<file path="config.mk">
export PLATFORM = sky130hd
export DESIGN_NAME = master_gain_clip_meter
export DESIGN_NICKNAME = d
export VERILOG_FILES = /design/src/rtl/mgcm_pkg.sv /design/src/rtl/master_gain_clip_meter.sv /design/src/rtl/mgcm_mul.sv /design/src/rtl/mgcm_div.sv
export SDC_FILE = /design/constraint.sdc
export NUM_CORES = 1
export LEC_CHECK = 0
export BUFFER_PORTS_ARGS = -buffer_cell sky130_fd_sc_hd__buf_2
export CAP_MARGIN = 25
export CORE_UTILIZATION = 41
export CTS_BUF_LIST = sky130_fd_sc_hd__clkbuf_4
export CTS_CLUSTER_DIAMETER = 120
export CTS_CLUSTER_SIZE = 25
export DETAILED_ROUTE_END_ITERATION = 10
export HOLD_SLACK_MARGIN = 0.06
export SKIP_CTS_REPAIR_TIMING = 1
export SYNTH_ARGS = -nofsm -noshare
export SYNTH_HDL_FRONTEND = slang
export SYNTH_SLANG_ARGS = --single-unit
</file>
<file path="constraint.sdc">
create_clock -name aclk -period 8.4 [get_ports aclk]
set_input_delay 2.1 -clock aclk [delete_from_list [all_inputs] [get_ports aclk]]
set_output_delay 2.1 -clock aclk [all_outputs]
set_load 0.01 [all_outputs]
</file>
<file path="src/rtl/mgcm_pkg.sv">
// Shared types and constants for the master gain, clip and peak meter block.
package mgcm_pkg;

    localparam int VOL_W  = 9;
    localparam int PAIR_W = 32;
    localparam int PEAK_W = 15;
    // Numerator of the gain reduction is volume * 2 * 32767, at most 25 bits.
    localparam int NUM_W  = VOL_W + 16;
    // The reduced gain quotient is always below twice the volume.
    localparam int QUO_W  = VOL_W + 1;

    localparam logic [PEAK_W-1:0] CLIP_LIMIT = 15'h7FFF;
    localparam logic [VOL_W-1:0]  UNITY_VOL  = 9'd256;

    typedef enum logic [2:0] {
        FUNC_SAMPLE      = 3'd0,
        FUNC_SET_VOL     = 3'd1,
        FUNC_BLOCK_START = 3'd2,
        FUNC_BLOCK_END   = 3'd3,
        FUNC_STOP        = 3'd4
    } func_t;

    typedef enum logic [2:0] {
        ST_IDLE,
        ST_MUL_L,
        ST_DIV_L,
        ST_MUL_R,
        ST_DIV_R,
        ST_OP,
        ST_FINISH
    } state_t;

endpackage

</file>
<file path="src/rtl/master_gain_clip_meter.sv">
// Master volume with peak meters and gain reduction on clip: control, state and result register.
// Control words pass through the operation state; a sample word runs the left and then the right
// channel through the multiplier, and through the divider when it clips with auto-reduce on.
// A new word is accepted only after the last result is loaded; the serial multiplier (one volume
// bit per cycle) and the serial divider (one quotient bit per cycle) are used in turn per channel.
// Reset (aresetn low, synchronous): volume 256, peaks 1, overall peak 0, clip flag and
// pair count 0, auto-reduce off, no result pending.
module master_gain_clip_meter #(
    parameter int SAMPLE_BITS = 20
) (
    input  logic                   aclk,
    input  logic                   aresetn,
    input  logic                   cfg_valid,
    output logic                   cfg_ready,
    input  logic                   cfg_wdata,
    input  logic                   s_valid,
    output logic                   s_ready,
    input  logic [2:0]             s_func,
    input  logic [SAMPLE_BITS-1:0] s_sample_left,
    input  logic [SAMPLE_BITS-1:0] s_sample_right,
    input  logic [7:0]             s_volume_value,
    input  logic                   s_meter_was_read,
    output logic                   m_valid,
    input  logic                   m_ready,
    output logic [SAMPLE_BITS-1:0] m_out_left,
    output logic [SAMPLE_BITS-1:0] m_out_right,
    output logic [SAMPLE_BITS-1:0] m_peak_left,
    output logic [SAMPLE_BITS-1:0] m_peak_right,
    output logic [14:0]            m_peak_overall,
    output logic                   m_clipped,
    output logic [8:0]             m_volume_now,
    output logic [31:0]            m_pairs_counted
);
    import mgcm_pkg::*;

    localparam int SB = SAMPLE_BITS;
    localparam int PW = SB + VOL_W;
    localparam logic [SB-1:0] CLIP_POS = {{(SB-PEAK_W){1'b0}}, CLIP_LIMIT};
    localparam logic [SB-1:0] CLIP_NEG = ~CLIP_POS + 1'b1;
    localparam logic [SB-1:0] ONE_SB   = {{(SB-1){1'b0}}, 1'b1};

    state_t            state_reg, state_next;
    func_t             func_reg, func_next;
    logic [SB-1:0]     sample_l_reg, sample_l_next;
    logic [SB-1:0]     sample_r_reg, sample_r_next;
    logic [7:0]        vol_val_reg, vol_val_next;
    logic              meter_read_reg, meter_read_next;
    logic [SB-1:0]     out_l_reg, out_l_next;
    logic [SB-1:0]     out_r_reg, out_r_next;

    logic              reduce_reg, reduce_next;
    logic [VOL_W-1:0]  volume_reg, volume_next;
    logic [SB-1:0]     peak_l_reg, peak_l_next;
    logic [SB-1:0]     peak_r_reg, peak_r_next;
    logic [PEAK_W-1:0] overall_reg, overall_next;
    logic              clip_reg, clip_next;
    logic [PAIR_W-1:0] count_reg, count_next;

    logic              m_valid_reg, m_valid_next;
    logic              m_load;

    logic              mul_start, mul_done;
    logic [SB-1:0]     mul_a;
    logic [PW-1:0]     mul_prod;
    logic              div_start, div_done;
    logic [NUM_W-1:0]  div_num;
    logic [QUO_W-1:0]  div_quo;
    logic [QUO_W:0]    quo_inc;
    logic [VOL_W-1:0]  vol_reduced;

    logic [SB-1:0]     mul_src;
    logic [SB-1:0]     mag_cur;
    logic              neg_cur;
    logic [SB-1:0]     scaled_cur;
    logic              over_cur;
    logic [SB-1:0]     clamp_l, clamp_r;
    logic [PEAK_W-1:0] ov_l;

    assign cfg_ready = 1'b1;
    assign s_ready   = (state_reg == ST_IDLE);

    // Magnitude of the sample that feeds the multiplier; the left one comes
    // straight from the port in the accept cycle.
    assign mul_src = (state_reg == ST_IDLE) ? s_sample_left : sample_r_reg;
    assign mul_a   = mul_src[SB-1] ? (~mul_src + 1'b1) : mul_src;

    // Truncation toward zero of s*vol/256 is the floor of |s|*vol/256.
    assign mag_cur    = mul_prod[SB+7:8];
    assign neg_cur    = (state_reg == ST_MUL_L) ? sample_l_reg[SB-1] : sample_r_reg[SB-1];
    assign scaled_cur = neg_cur ? (~mag_cur + 1'b1) : mag_cur;
    assign over_cur   = mag_cur > CLIP_POS;

    // volume * 65534, built from shifts.
    assign div_num     = {volume_reg, 16'd0} - {{(NUM_W-VOL_W-1){1'b0}}, volume_reg, 1'b0};
    assign quo_inc     = {1'b0, div_quo} + 1'b1;
    assign vol_reduced = quo_inc[VOL_W:1];

    assign clamp_l = (peak_l_reg > CLIP_POS) ? CLIP_POS :
                     ((peak_l_reg == '0) ? ONE_SB : peak_l_reg);
    assign clamp_r = (peak_r_reg > CLIP_POS) ? CLIP_POS :
                     ((peak_r_reg == '0) ? ONE_SB : peak_r_reg);
    assign ov_l    = (clamp_l[PEAK_W-1:0] > overall_reg) ? clamp_l[PEAK_W-1:0] : overall_reg;

    assign m_load = (state_reg == ST_FINISH) && (!m_valid_reg || m_ready);

    always_comb begin
        state_next      = state_reg;
        func_next       = func_reg;
        sample_l_next   = sample_l_reg;
        sample_r_next   = sample_r_reg;
        vol_val_next    = vol_val_reg;
        meter_read_next = meter_read_reg;
        out_l_next      = out_l_reg;
        out_r_next      = out_r_reg;
        reduce_next     = reduce_reg;
        volume_next     = volume_reg;
        peak_l_next     = peak_l_reg;
        peak_r_next     = peak_r_reg;
        overall_next    = overall_reg;
        clip_next       = clip_reg;
        count_next      = count_reg;
        m_valid_next    = m_valid_reg && !m_ready;
        mul_start       = 1'b0;
        div_start       = 1'b0;

        if (cfg_valid) begin
            reduce_next = cfg_wdata;
        end

        case (state_reg)
            ST_IDLE: begin
                if (s_valid) begin
                    func_next       = func_t'(s_func);
                    sample_l_next   = s_sample_left;
                    sample_r_next   = s_sample_right;
                    vol_val_next    = s_volume_value;
                    meter_read_next = s_meter_was_read;
                    out_l_next      = '0;
                    out_r_next      = '0;
                    if (func_t'(s_func) == FUNC_SAMPLE) begin
                        mul_start  = 1'b1;
                        state_next = ST_MUL_L;
                    end else begin
                        state_next = ST_OP;
                    end
                end
            end
            ST_MUL_L: begin
                if (mul_done) begin
                    if (mag_cur > peak_l_reg) begin
                        peak_l_next = mag_cur;
                    end
                    if (reduce_reg && over_cur) begin
                        out_l_next = neg_cur ? CLIP_NEG : CLIP_POS;
                        div_start  = 1'b1;
                        state_next = ST_DIV_L;
                    end else begin
                        out_l_next = scaled_cur;
                        mul_start  = 1'b1;
                        state_next = ST_MUL_R;
                    end
                end
            end
            ST_DIV_L: begin
                if (div_done) begin
                    // The right channel already runs at the reduced volume.
                    volume_next = vol_reduced;
                    mul_start   = 1'b1;
                    state_next  = ST_MUL_R;
                end
            end
            ST_MUL_R: begin
                if (mul_done) begin
                    if (mag_cur > peak_r_reg) begin
                        peak_r_next = mag_cur;
                    end
                    if (reduce_reg && over_cur) begin
                        out_r_next = neg_cur ? CLIP_NEG : CLIP_POS;
                        div_start  = 1'b1;
                        state_next = ST_DIV_R;
                    end else begin
                        out_r_next = scaled_cur;
                        count_next = count_reg + 1'b1;
                        state_next = ST_FINISH;
                    end
                end
            end
            ST_DIV_R: begin
                if (div_done) begin
                    volume_next = vol_reduced;
                    count_next  = count_reg + 1'b1;
                    state_next  = ST_FINISH;
                end
            end
            ST_OP: begin
                case (func_reg)
                    FUNC_SET_VOL: begin
                        volume_next = {1'b0, vol_val_reg};
                    end
                    FUNC_BLOCK_START: begin
                        if (meter_read_reg) begin
                            peak_l_next = {1'b0, peak_l_reg[SB-1:1]};
                            peak_r_next = {1'b0, peak_r_reg[SB-1:1]};
                        end
                    end
                    FUNC_BLOCK_END: begin
                        peak_l_next  = clamp_l;
                        peak_r_next  = clamp_r;
                        if ((peak_l_reg > CLIP_POS) || (peak_r_reg > CLIP_POS)) begin
                            clip_next = 1'b1;
                        end
                        overall_next = (clamp_r[PEAK_W-1:0] > ov_l) ?
                                       clamp_r[PEAK_W-1:0] : ov_l;
                    end
                    FUNC_STOP: begin
                        clip_next  = 1'b0;
                        count_next = '0;
                    end
                    default: begin
                    end
                endcase
                state_next = ST_FINISH;
            end
            ST_FINISH: begin
                if (m_load) begin
                    m_valid_next = 1'b1;
                    state_next   = ST_IDLE;
                end
            end
            default: begin
                state_next = ST_IDLE;
            end
        endcase
    end

    always_ff @(posedge aclk) begin
        if (!aresetn) begin
            state_reg   <= ST_IDLE;
            reduce_reg  <= 1'b0;
            volume_reg  <= UNITY_VOL;
            peak_l_reg  <= ONE_SB;
            peak_r_reg  <= ONE_SB;
            overall_reg <= '0;
            clip_reg    <= 1'b0;
            count_reg   <= '0;
            m_valid_reg <= 1'b0;
        end else begin
            state_reg   <= state_next;
            reduce_reg  <= reduce_next;
            volume_reg  <= volume_next;
            peak_l_reg  <= peak_l_next;
            peak_r_reg  <= peak_r_next;
            overall_reg <= overall_next;
            clip_reg    <= clip_next;
            count_reg   <= count_next;
            m_valid_reg <= m_valid_next;
        end
    end

    always_ff @(posedge aclk) begin
        func_reg       <= func_next;
        sample_l_reg   <= sample_l_next;
        sample_r_reg   <= sample_r_next;
        vol_val_reg    <= vol_val_next;
        meter_read_reg <= meter_read_next;
        out_l_reg      <= out_l_next;
        out_r_reg      <= out_r_next;
        if (m_load) begin
            m_out_left      <= out_l_reg;
            m_out_right     <= out_r_reg;
            m_peak_left     <= peak_l_reg;
            m_peak_right    <= peak_r_reg;
            m_peak_overall  <= overall_reg;
            m_clipped       <= clip_reg;
            m_volume_now    <= volume_reg;
            m_pairs_counted <= count_reg;
        end
    end

    assign m_valid = m_valid_reg;

    mgcm_mul #(
        .SAMPLE_BITS(SB)
    ) u_mul (
        .aclk    (aclk),
        .aresetn (aresetn),
        .start   (mul_start),
        .mcand   (mul_a),
        .mplier  (volume_next),
        .done    (mul_done),
        .product (mul_prod)
    );

    mgcm_div #(
        .SAMPLE_BITS(SB)
    ) u_div (
        .aclk     (aclk),
        .aresetn  (aresetn),
        .start    (div_start),
        .num      (div_num),
        .den      (mag_cur),
        .done     (div_done),
        .quotient (div_quo)
    );

`ifndef SYNTHESIS
    // The volume never rises above unity; reduction never raises the gain above the value it started from.
    a_volume_bound: assert property (@(posedge aclk) disable iff (!aresetn)
        volume_reg <= UNITY_VOL)
        else $error("volume above unity");

    a_peak_bound: assert property (@(posedge aclk) disable iff (!aresetn)
        (peak_l_reg <= {1'b1, {(SB-1){1'b0}}}) && (peak_r_reg <= {1'b1, {(SB-1){1'b0}}}))
        else $error("channel peak beyond the largest scaled magnitude");

    a_overall_monotonic: assert property (@(posedge aclk) disable iff (!aresetn)
        $past(aresetn) |-> overall_reg >= $past(overall_reg))
        else $error("overall peak decreased");

    a_div_only_reduce: assert property (@(posedge aclk) disable iff (!aresetn)
        div_start |-> (reduce_reg && over_cur))
        else $error("gain reduction started without a clipping sample");

    a_units_exclusive: assert property (@(posedge aclk) disable iff (!aresetn)
        !(mul_done && div_done))
        else $error("multiplier and divider finished together");
`endif

endmodule

</file>
<file path="src/rtl/mgcm_mul.sv">
// Bit-serial shift-and-add multiplier: sample magnitude times volume, one volume bit per cycle.
module mgcm_mul #(
    parameter int SAMPLE_BITS = 20
) (
    input  logic                                  aclk,
    input  logic                                  aresetn,
    input  logic                                  start,
    input  logic [SAMPLE_BITS-1:0]                mcand,
    input  logic [mgcm_pkg::VOL_W-1:0]            mplier,
    output logic                                  done,
    output logic [SAMPLE_BITS+mgcm_pkg::VOL_W-1:0] product
);
    import mgcm_pkg::*;

    localparam int PW    = SAMPLE_BITS + VOL_W;
    localparam int CNT_W = $clog2(VOL_W + 1);

    logic             busy_reg, busy_next;
    logic             done_reg, done_next;
    logic [CNT_W-1:0] cnt_reg, cnt_next;
    logic [PW-1:0]    acc_reg, acc_next;
    logic [PW-1:0]    mcand_reg, mcand_next;
    logic [VOL_W-1:0] mplier_reg, mplier_next;

    always_comb begin
        busy_next   = busy_reg;
        done_next   = 1'b0;
        cnt_next    = cnt_reg;
        acc_next    = acc_reg;
        mcand_next  = mcand_reg;
        mplier_next = mplier_reg;
        if (start) begin
            busy_next   = 1'b1;
            cnt_next    = CNT_W'(VOL_W);
            acc_next    = '0;
            mcand_next  = {{VOL_W{1'b0}}, mcand};
            mplier_next = mplier;
        end else if (busy_reg) begin
            if (mplier_reg[0]) begin
                acc_next = acc_reg + mcand_reg;
            end
            mcand_next  = {mcand_reg[PW-2:0], 1'b0};
            mplier_next = {1'b0, mplier_reg[VOL_W-1:1]};
            cnt_next    = cnt_reg - 1'b1;
            if (cnt_reg == CNT_W'(1)) begin
                busy_next = 1'b0;
                done_next = 1'b1;
            end
        end
    end

    always_ff @(posedge aclk) begin
        if (!aresetn) begin
            busy_reg <= 1'b0;
            done_reg <= 1'b0;
            cnt_reg  <= '0;
        end else begin
            busy_reg <= busy_next;
            done_reg <= done_next;
            cnt_reg  <= cnt_next;
        end
    end

    always_ff @(posedge aclk) begin
        acc_reg    <= acc_next;
        mcand_reg  <= mcand_next;
        mplier_reg <= mplier_next;
    end

    assign done    = done_reg;
    assign product = acc_reg;

endmodule

</file>
<file path="src/rtl/mgcm_div.sv">
// Restoring divider for the gain reduction, one quotient bit per cycle.
module mgcm_div #(
    parameter int SAMPLE_BITS = 20
) (
    input  logic                       aclk,
    input  logic                       aresetn,
    input  logic                       start,
    input  logic [mgcm_pkg::NUM_W-1:0] num,
    input  logic [SAMPLE_BITS-1:0]     den,
    output logic                       done,
    output logic [mgcm_pkg::QUO_W-1:0] quotient
);
    import mgcm_pkg::*;

    localparam int SB    = SAMPLE_BITS;
    localparam int HI_W  = NUM_W - QUO_W;
    localparam int CNT_W = $clog2(QUO_W + 1);

    logic             busy_reg, busy_next;
    logic             done_reg, done_next;
    logic [CNT_W-1:0] cnt_reg, cnt_next;
    logic [SB-1:0]    rem_reg, rem_next;
    logic [SB-1:0]    den_reg, den_next;
    logic [QUO_W-1:0] nbits_reg, nbits_next;
    logic [QUO_W-1:0] quo_reg, quo_next;
    logic [SB:0]      trial;
    logic [SB:0]      diff;
    logic             fits;

    // The quotient is known to fit in QUO_W bits, so the upper numerator
    // bits start out as a partial remainder that is already below den.
    assign trial = {rem_reg, nbits_reg[QUO_W-1]};
    assign diff  = trial - {1'b0, den_reg};
    assign fits  = trial >= {1'b0, den_reg};

    always_comb begin
        busy_next  = busy_reg;
        done_next  = 1'b0;
        cnt_next   = cnt_reg;
        rem_next   = rem_reg;
        den_next   = den_reg;
        nbits_next = nbits_reg;
        quo_next   = quo_reg;
        if (start) begin
            busy_next  = 1'b1;
            cnt_next   = CNT_W'(QUO_W);
            rem_next   = {{(SB-HI_W){1'b0}}, num[NUM_W-1:QUO_W]};
            den_next   = den;
            nbits_next = num[QUO_W-1:0];
            quo_next   = '0;
        end else if (busy_reg) begin
            rem_next   = fits ? diff[SB-1:0] : trial[SB-1:0];
            nbits_next = {nbits_reg[QUO_W-2:0], 1'b0};
            quo_next   = {quo_reg[QUO_W-2:0], fits};
            cnt_next   = cnt_reg - 1'b1;
            if (cnt_reg == CNT_W'(1)) begin
                busy_next = 1'b0;
                done_next = 1'b1;
            end
        end
    end

    always_ff @(posedge aclk) begin
        if (!aresetn) begin
            busy_reg <= 1'b0;
            done_reg <= 1'b0;
            cnt_reg  <= '0;
        end else begin
            busy_reg <= busy_next;
            done_reg <= done_next;
            cnt_reg  <= cnt_next;
        end
    end

    always_ff @(posedge aclk) begin
        rem_reg   <= rem_next;
        den_reg   <= den_next;
        nbits_reg <= nbits_next;
        quo_reg   <= quo_next;
    end

    assign done     = done_reg;
    assign quotient = quo_reg;

endmodule

</file>
==> results.cfg <==
[run_status]
status = finished clean

[timing]
finalHoldViolCount = 0
worst_pin_slew_ns = 1.038
max_freq_mhz = 176.9
rsz0062_at_grt = no
fin_setup_tns_ns = 0
setup_violations = 0
fin_crit_sh_pct = 67.31
maxSlewViolCount = 0
period_minus_slack_ns = 5.654
fin_skew_ns = 0.06436
slew_headroom_pct = 30.77

[logic_synthesis]
synth_ff_type = edfxtp_1
synth_seq_cells = 448
synth.avg_cell_area_sq_um = 10.27
synthCells = 2172
synthArstFlopShare_pct = 0
ys_top_cells_by_area = edfxtp_1 (38%), dfxtp_1 (15%), ha_1 (7.0%)
yosysTopAreaCellShare_pct = 38.08
synth_nets = 2357
synth_area_leader_cell = edfxtp_1
ys.warnings.count = 0
synth_edf_count = 283
ys_types = 77
synth_area_sq_um = 22320
synth-seq-area-share_pct = 52.88

[power_and_ir_drop]
swShare_pct = 43.86
p_int_mw = 4.608
finalPower_mw = 8.208
p_sw_mw = 3.600
power_frac_clock_pct = 10.6
powerDensity_nw_per_um2 = 334.9
p_comb_share_pct = 52.1
p_leak_nw = 9.597
ir_drop_v = 0.0002933
power_frac_seq_pct = 37.2

[floorplan]
die_w_um = 235.3
die_h_um = 235.3
io_pins = 198
rows = 85
core_area_sq_um = 53810
die_area_sq_um = 55370
initial_core_util_pct = 41.47

[placement]
dp_hpwl_mm = 40.97
dp.cells = 3000
io_buffers = 196
gp_congestion = 0.8873

[layout]
drive_above_1_share_pct = 12.78
final_cell_mix = edfxtp_1 (283), nor2_1 (261), nand2_1 (197), buf_2 (196), dfxtp_1 (165)
area_growth_pct = 9.829
mostFrequentLayoutCell = edfxtp_1
nets = 2516
instances_no_fill = 3046

[setup_path]
cp_max_fo = 26
crit_arrival_ns = 6.41
crit_required_ns = 9.16
endpoint_kind = flip-flop
r2r_slack_ns = 2.75
startpoint_type = flip-flop
crit_type = reg -> reg

[route]
firstDrtPassIters = 6
drt_iter0_drc = 1296
via_per_inst = 5.548
drc = 0
vias = 16900
finalWirelength_mm = 58.16
antenna_left = 0
wl_per_cell_um = 19.09

[clocking]
clk_latency_ns = 0.84
cts.clk_slew.worst_paths_ns = 0.27
cts_tree = done
cts.sinks = 448
numCtsBuffers = 22
clk_path_buf_depth = 3
cts-root-buf = clkbuf_4
cts_max_level = 1

[grt]
grt_pass1_wl_mm = 90.49
grtUsageTotal_pct = 20.54
antenna_found_initial = 5
grt_overflow = 0
grt_pass1_vias = 16050
grt_max_degree = 73

[worst_hold_path]
hold_class = reg -> reg

[run]
maxCapViolations = 0
[cell usage after synthesis (43+ instances only)]
| master | instances |
|---|---|
| xnor2_1 | 43 |
| inv_1 | 125 |
| o21ai_0 | 115 |
| clkbuf_1 | 85 |
| nand2_1 | 197 |
| a211oi_1 | 46 |
| ha_1 | 125 |
| nor2_1 | 264 |
| mux2i_1 | 66 |
| xor2_1 | 61 |
| a21oi_1 | 122 |
| dfxtp_1 | 165 |
| a21o_1 | 43 |
| nand3_1 | 54 |
| edfxtp_1 | 283 |
[metrics by stage]
| step | cell area (sq um) | hold WS, ns | utilization, % | setup WS [ns] |
|---|---|---|---|---|
| 5_1_grt | 24500 | 0.4525 | 45.54 | 2.280 |
| 3_5_place_dp | 24120 | 0.4045 | 44.82 | 2.897 |
| 3_3_place_gp | 24050 | 0.4059 | 44.69 | 3.032 |
| 4_1_cts | 24430 | 0.4560 | 45.40 | 2.799 |
| 2_1_floorplan | 22320 | 0.4003 | - | 2.195 |
| 6_report | 24510 | 0.4548 | 45.55 | 2.746 |
[routing by layer]
layer	share of wire, %	track usage [%]	wire (um)
met1	46	29.03	26520
met2	46	33.66	27030
met3	5.8	2.193	3357
met4	2.2	5.229	1254
met5	0	0	0
[final timing paths]
path                                     start         endpoint  cells past startpoint
worst max-delay path            peak_l_reg[15]  overall_reg[12]                     21
worst min-delay path             out_r_reg[14]  m_out_right[14]                      0
worst max register to register  peak_l_reg[15]  overall_reg[12]                     21
worst min register to register   out_r_reg[14]  m_out_right[14]                      0
[worst max-delay path, cell delays in order, from the launching register on]
cell and delay (ns):
dfxtp_1 0.41, nor3_1 0.25, nand2_1 0.27, nor2_1 0.26
inv_1 0.10, ha_1 0.31, a21o_1 0.19, a21o_1 0.18
a21oi_1 0.14, o21ai_0 0.15, o21a_1 0.52, nand2_1 0.19
o21ai_0 0.15, ha_1 0.37, nand4_1 0.17, o32a_1 0.37
o2111ai_1 0.13, nand2_1 0.08, o221ai_1 0.10, o211a_1 0.77
mux2i_1 0.18, o211a_1 0.24
[cell type report]
type	count	area (sq um)
diodes	3	7.507
clock buffers	37	277.8
clock inverters	3	32.53
fillers	5077	29300
inverters	126	473.0
multi-input cells	1500	9693
flip-flops and latches	448	11800
well taps	696	870.8
repair buffers	233	1354
[logic make-up after synthesis]
kind of cell | after synthesis | synth area share (%)
muxes | 70 | 3.162
adders and majority gates | 127 | 7.188
buffers and inverters | 224 | 3.818
xor gates and xnor gates | 104 | 4.082
AOI/OAI and AO/OA | 490 | 14.42
and+or+nand+nor | 708 | 14.43
other | 1 | 0.01680
DFF | 448 | 52.88
[power groups by stage]
| stage | combinational (mW) | sequential (mW) | clock [mW] |
|---|---|---|---|
| floorplan | 3.21 | 2.99 | 0 |
| global placement | 4.11 | 3.10 | 0 |
| detailed placement | 4.20 | 3.11 | 0 |
| CTS | 4.23 | 3.06 | 0.916 |
| global route | 4.78 | 3.09 | 0.987 |
| finish | 4.28 | 3.06 | 0.871 |
(Power assumes the default switching activity.)
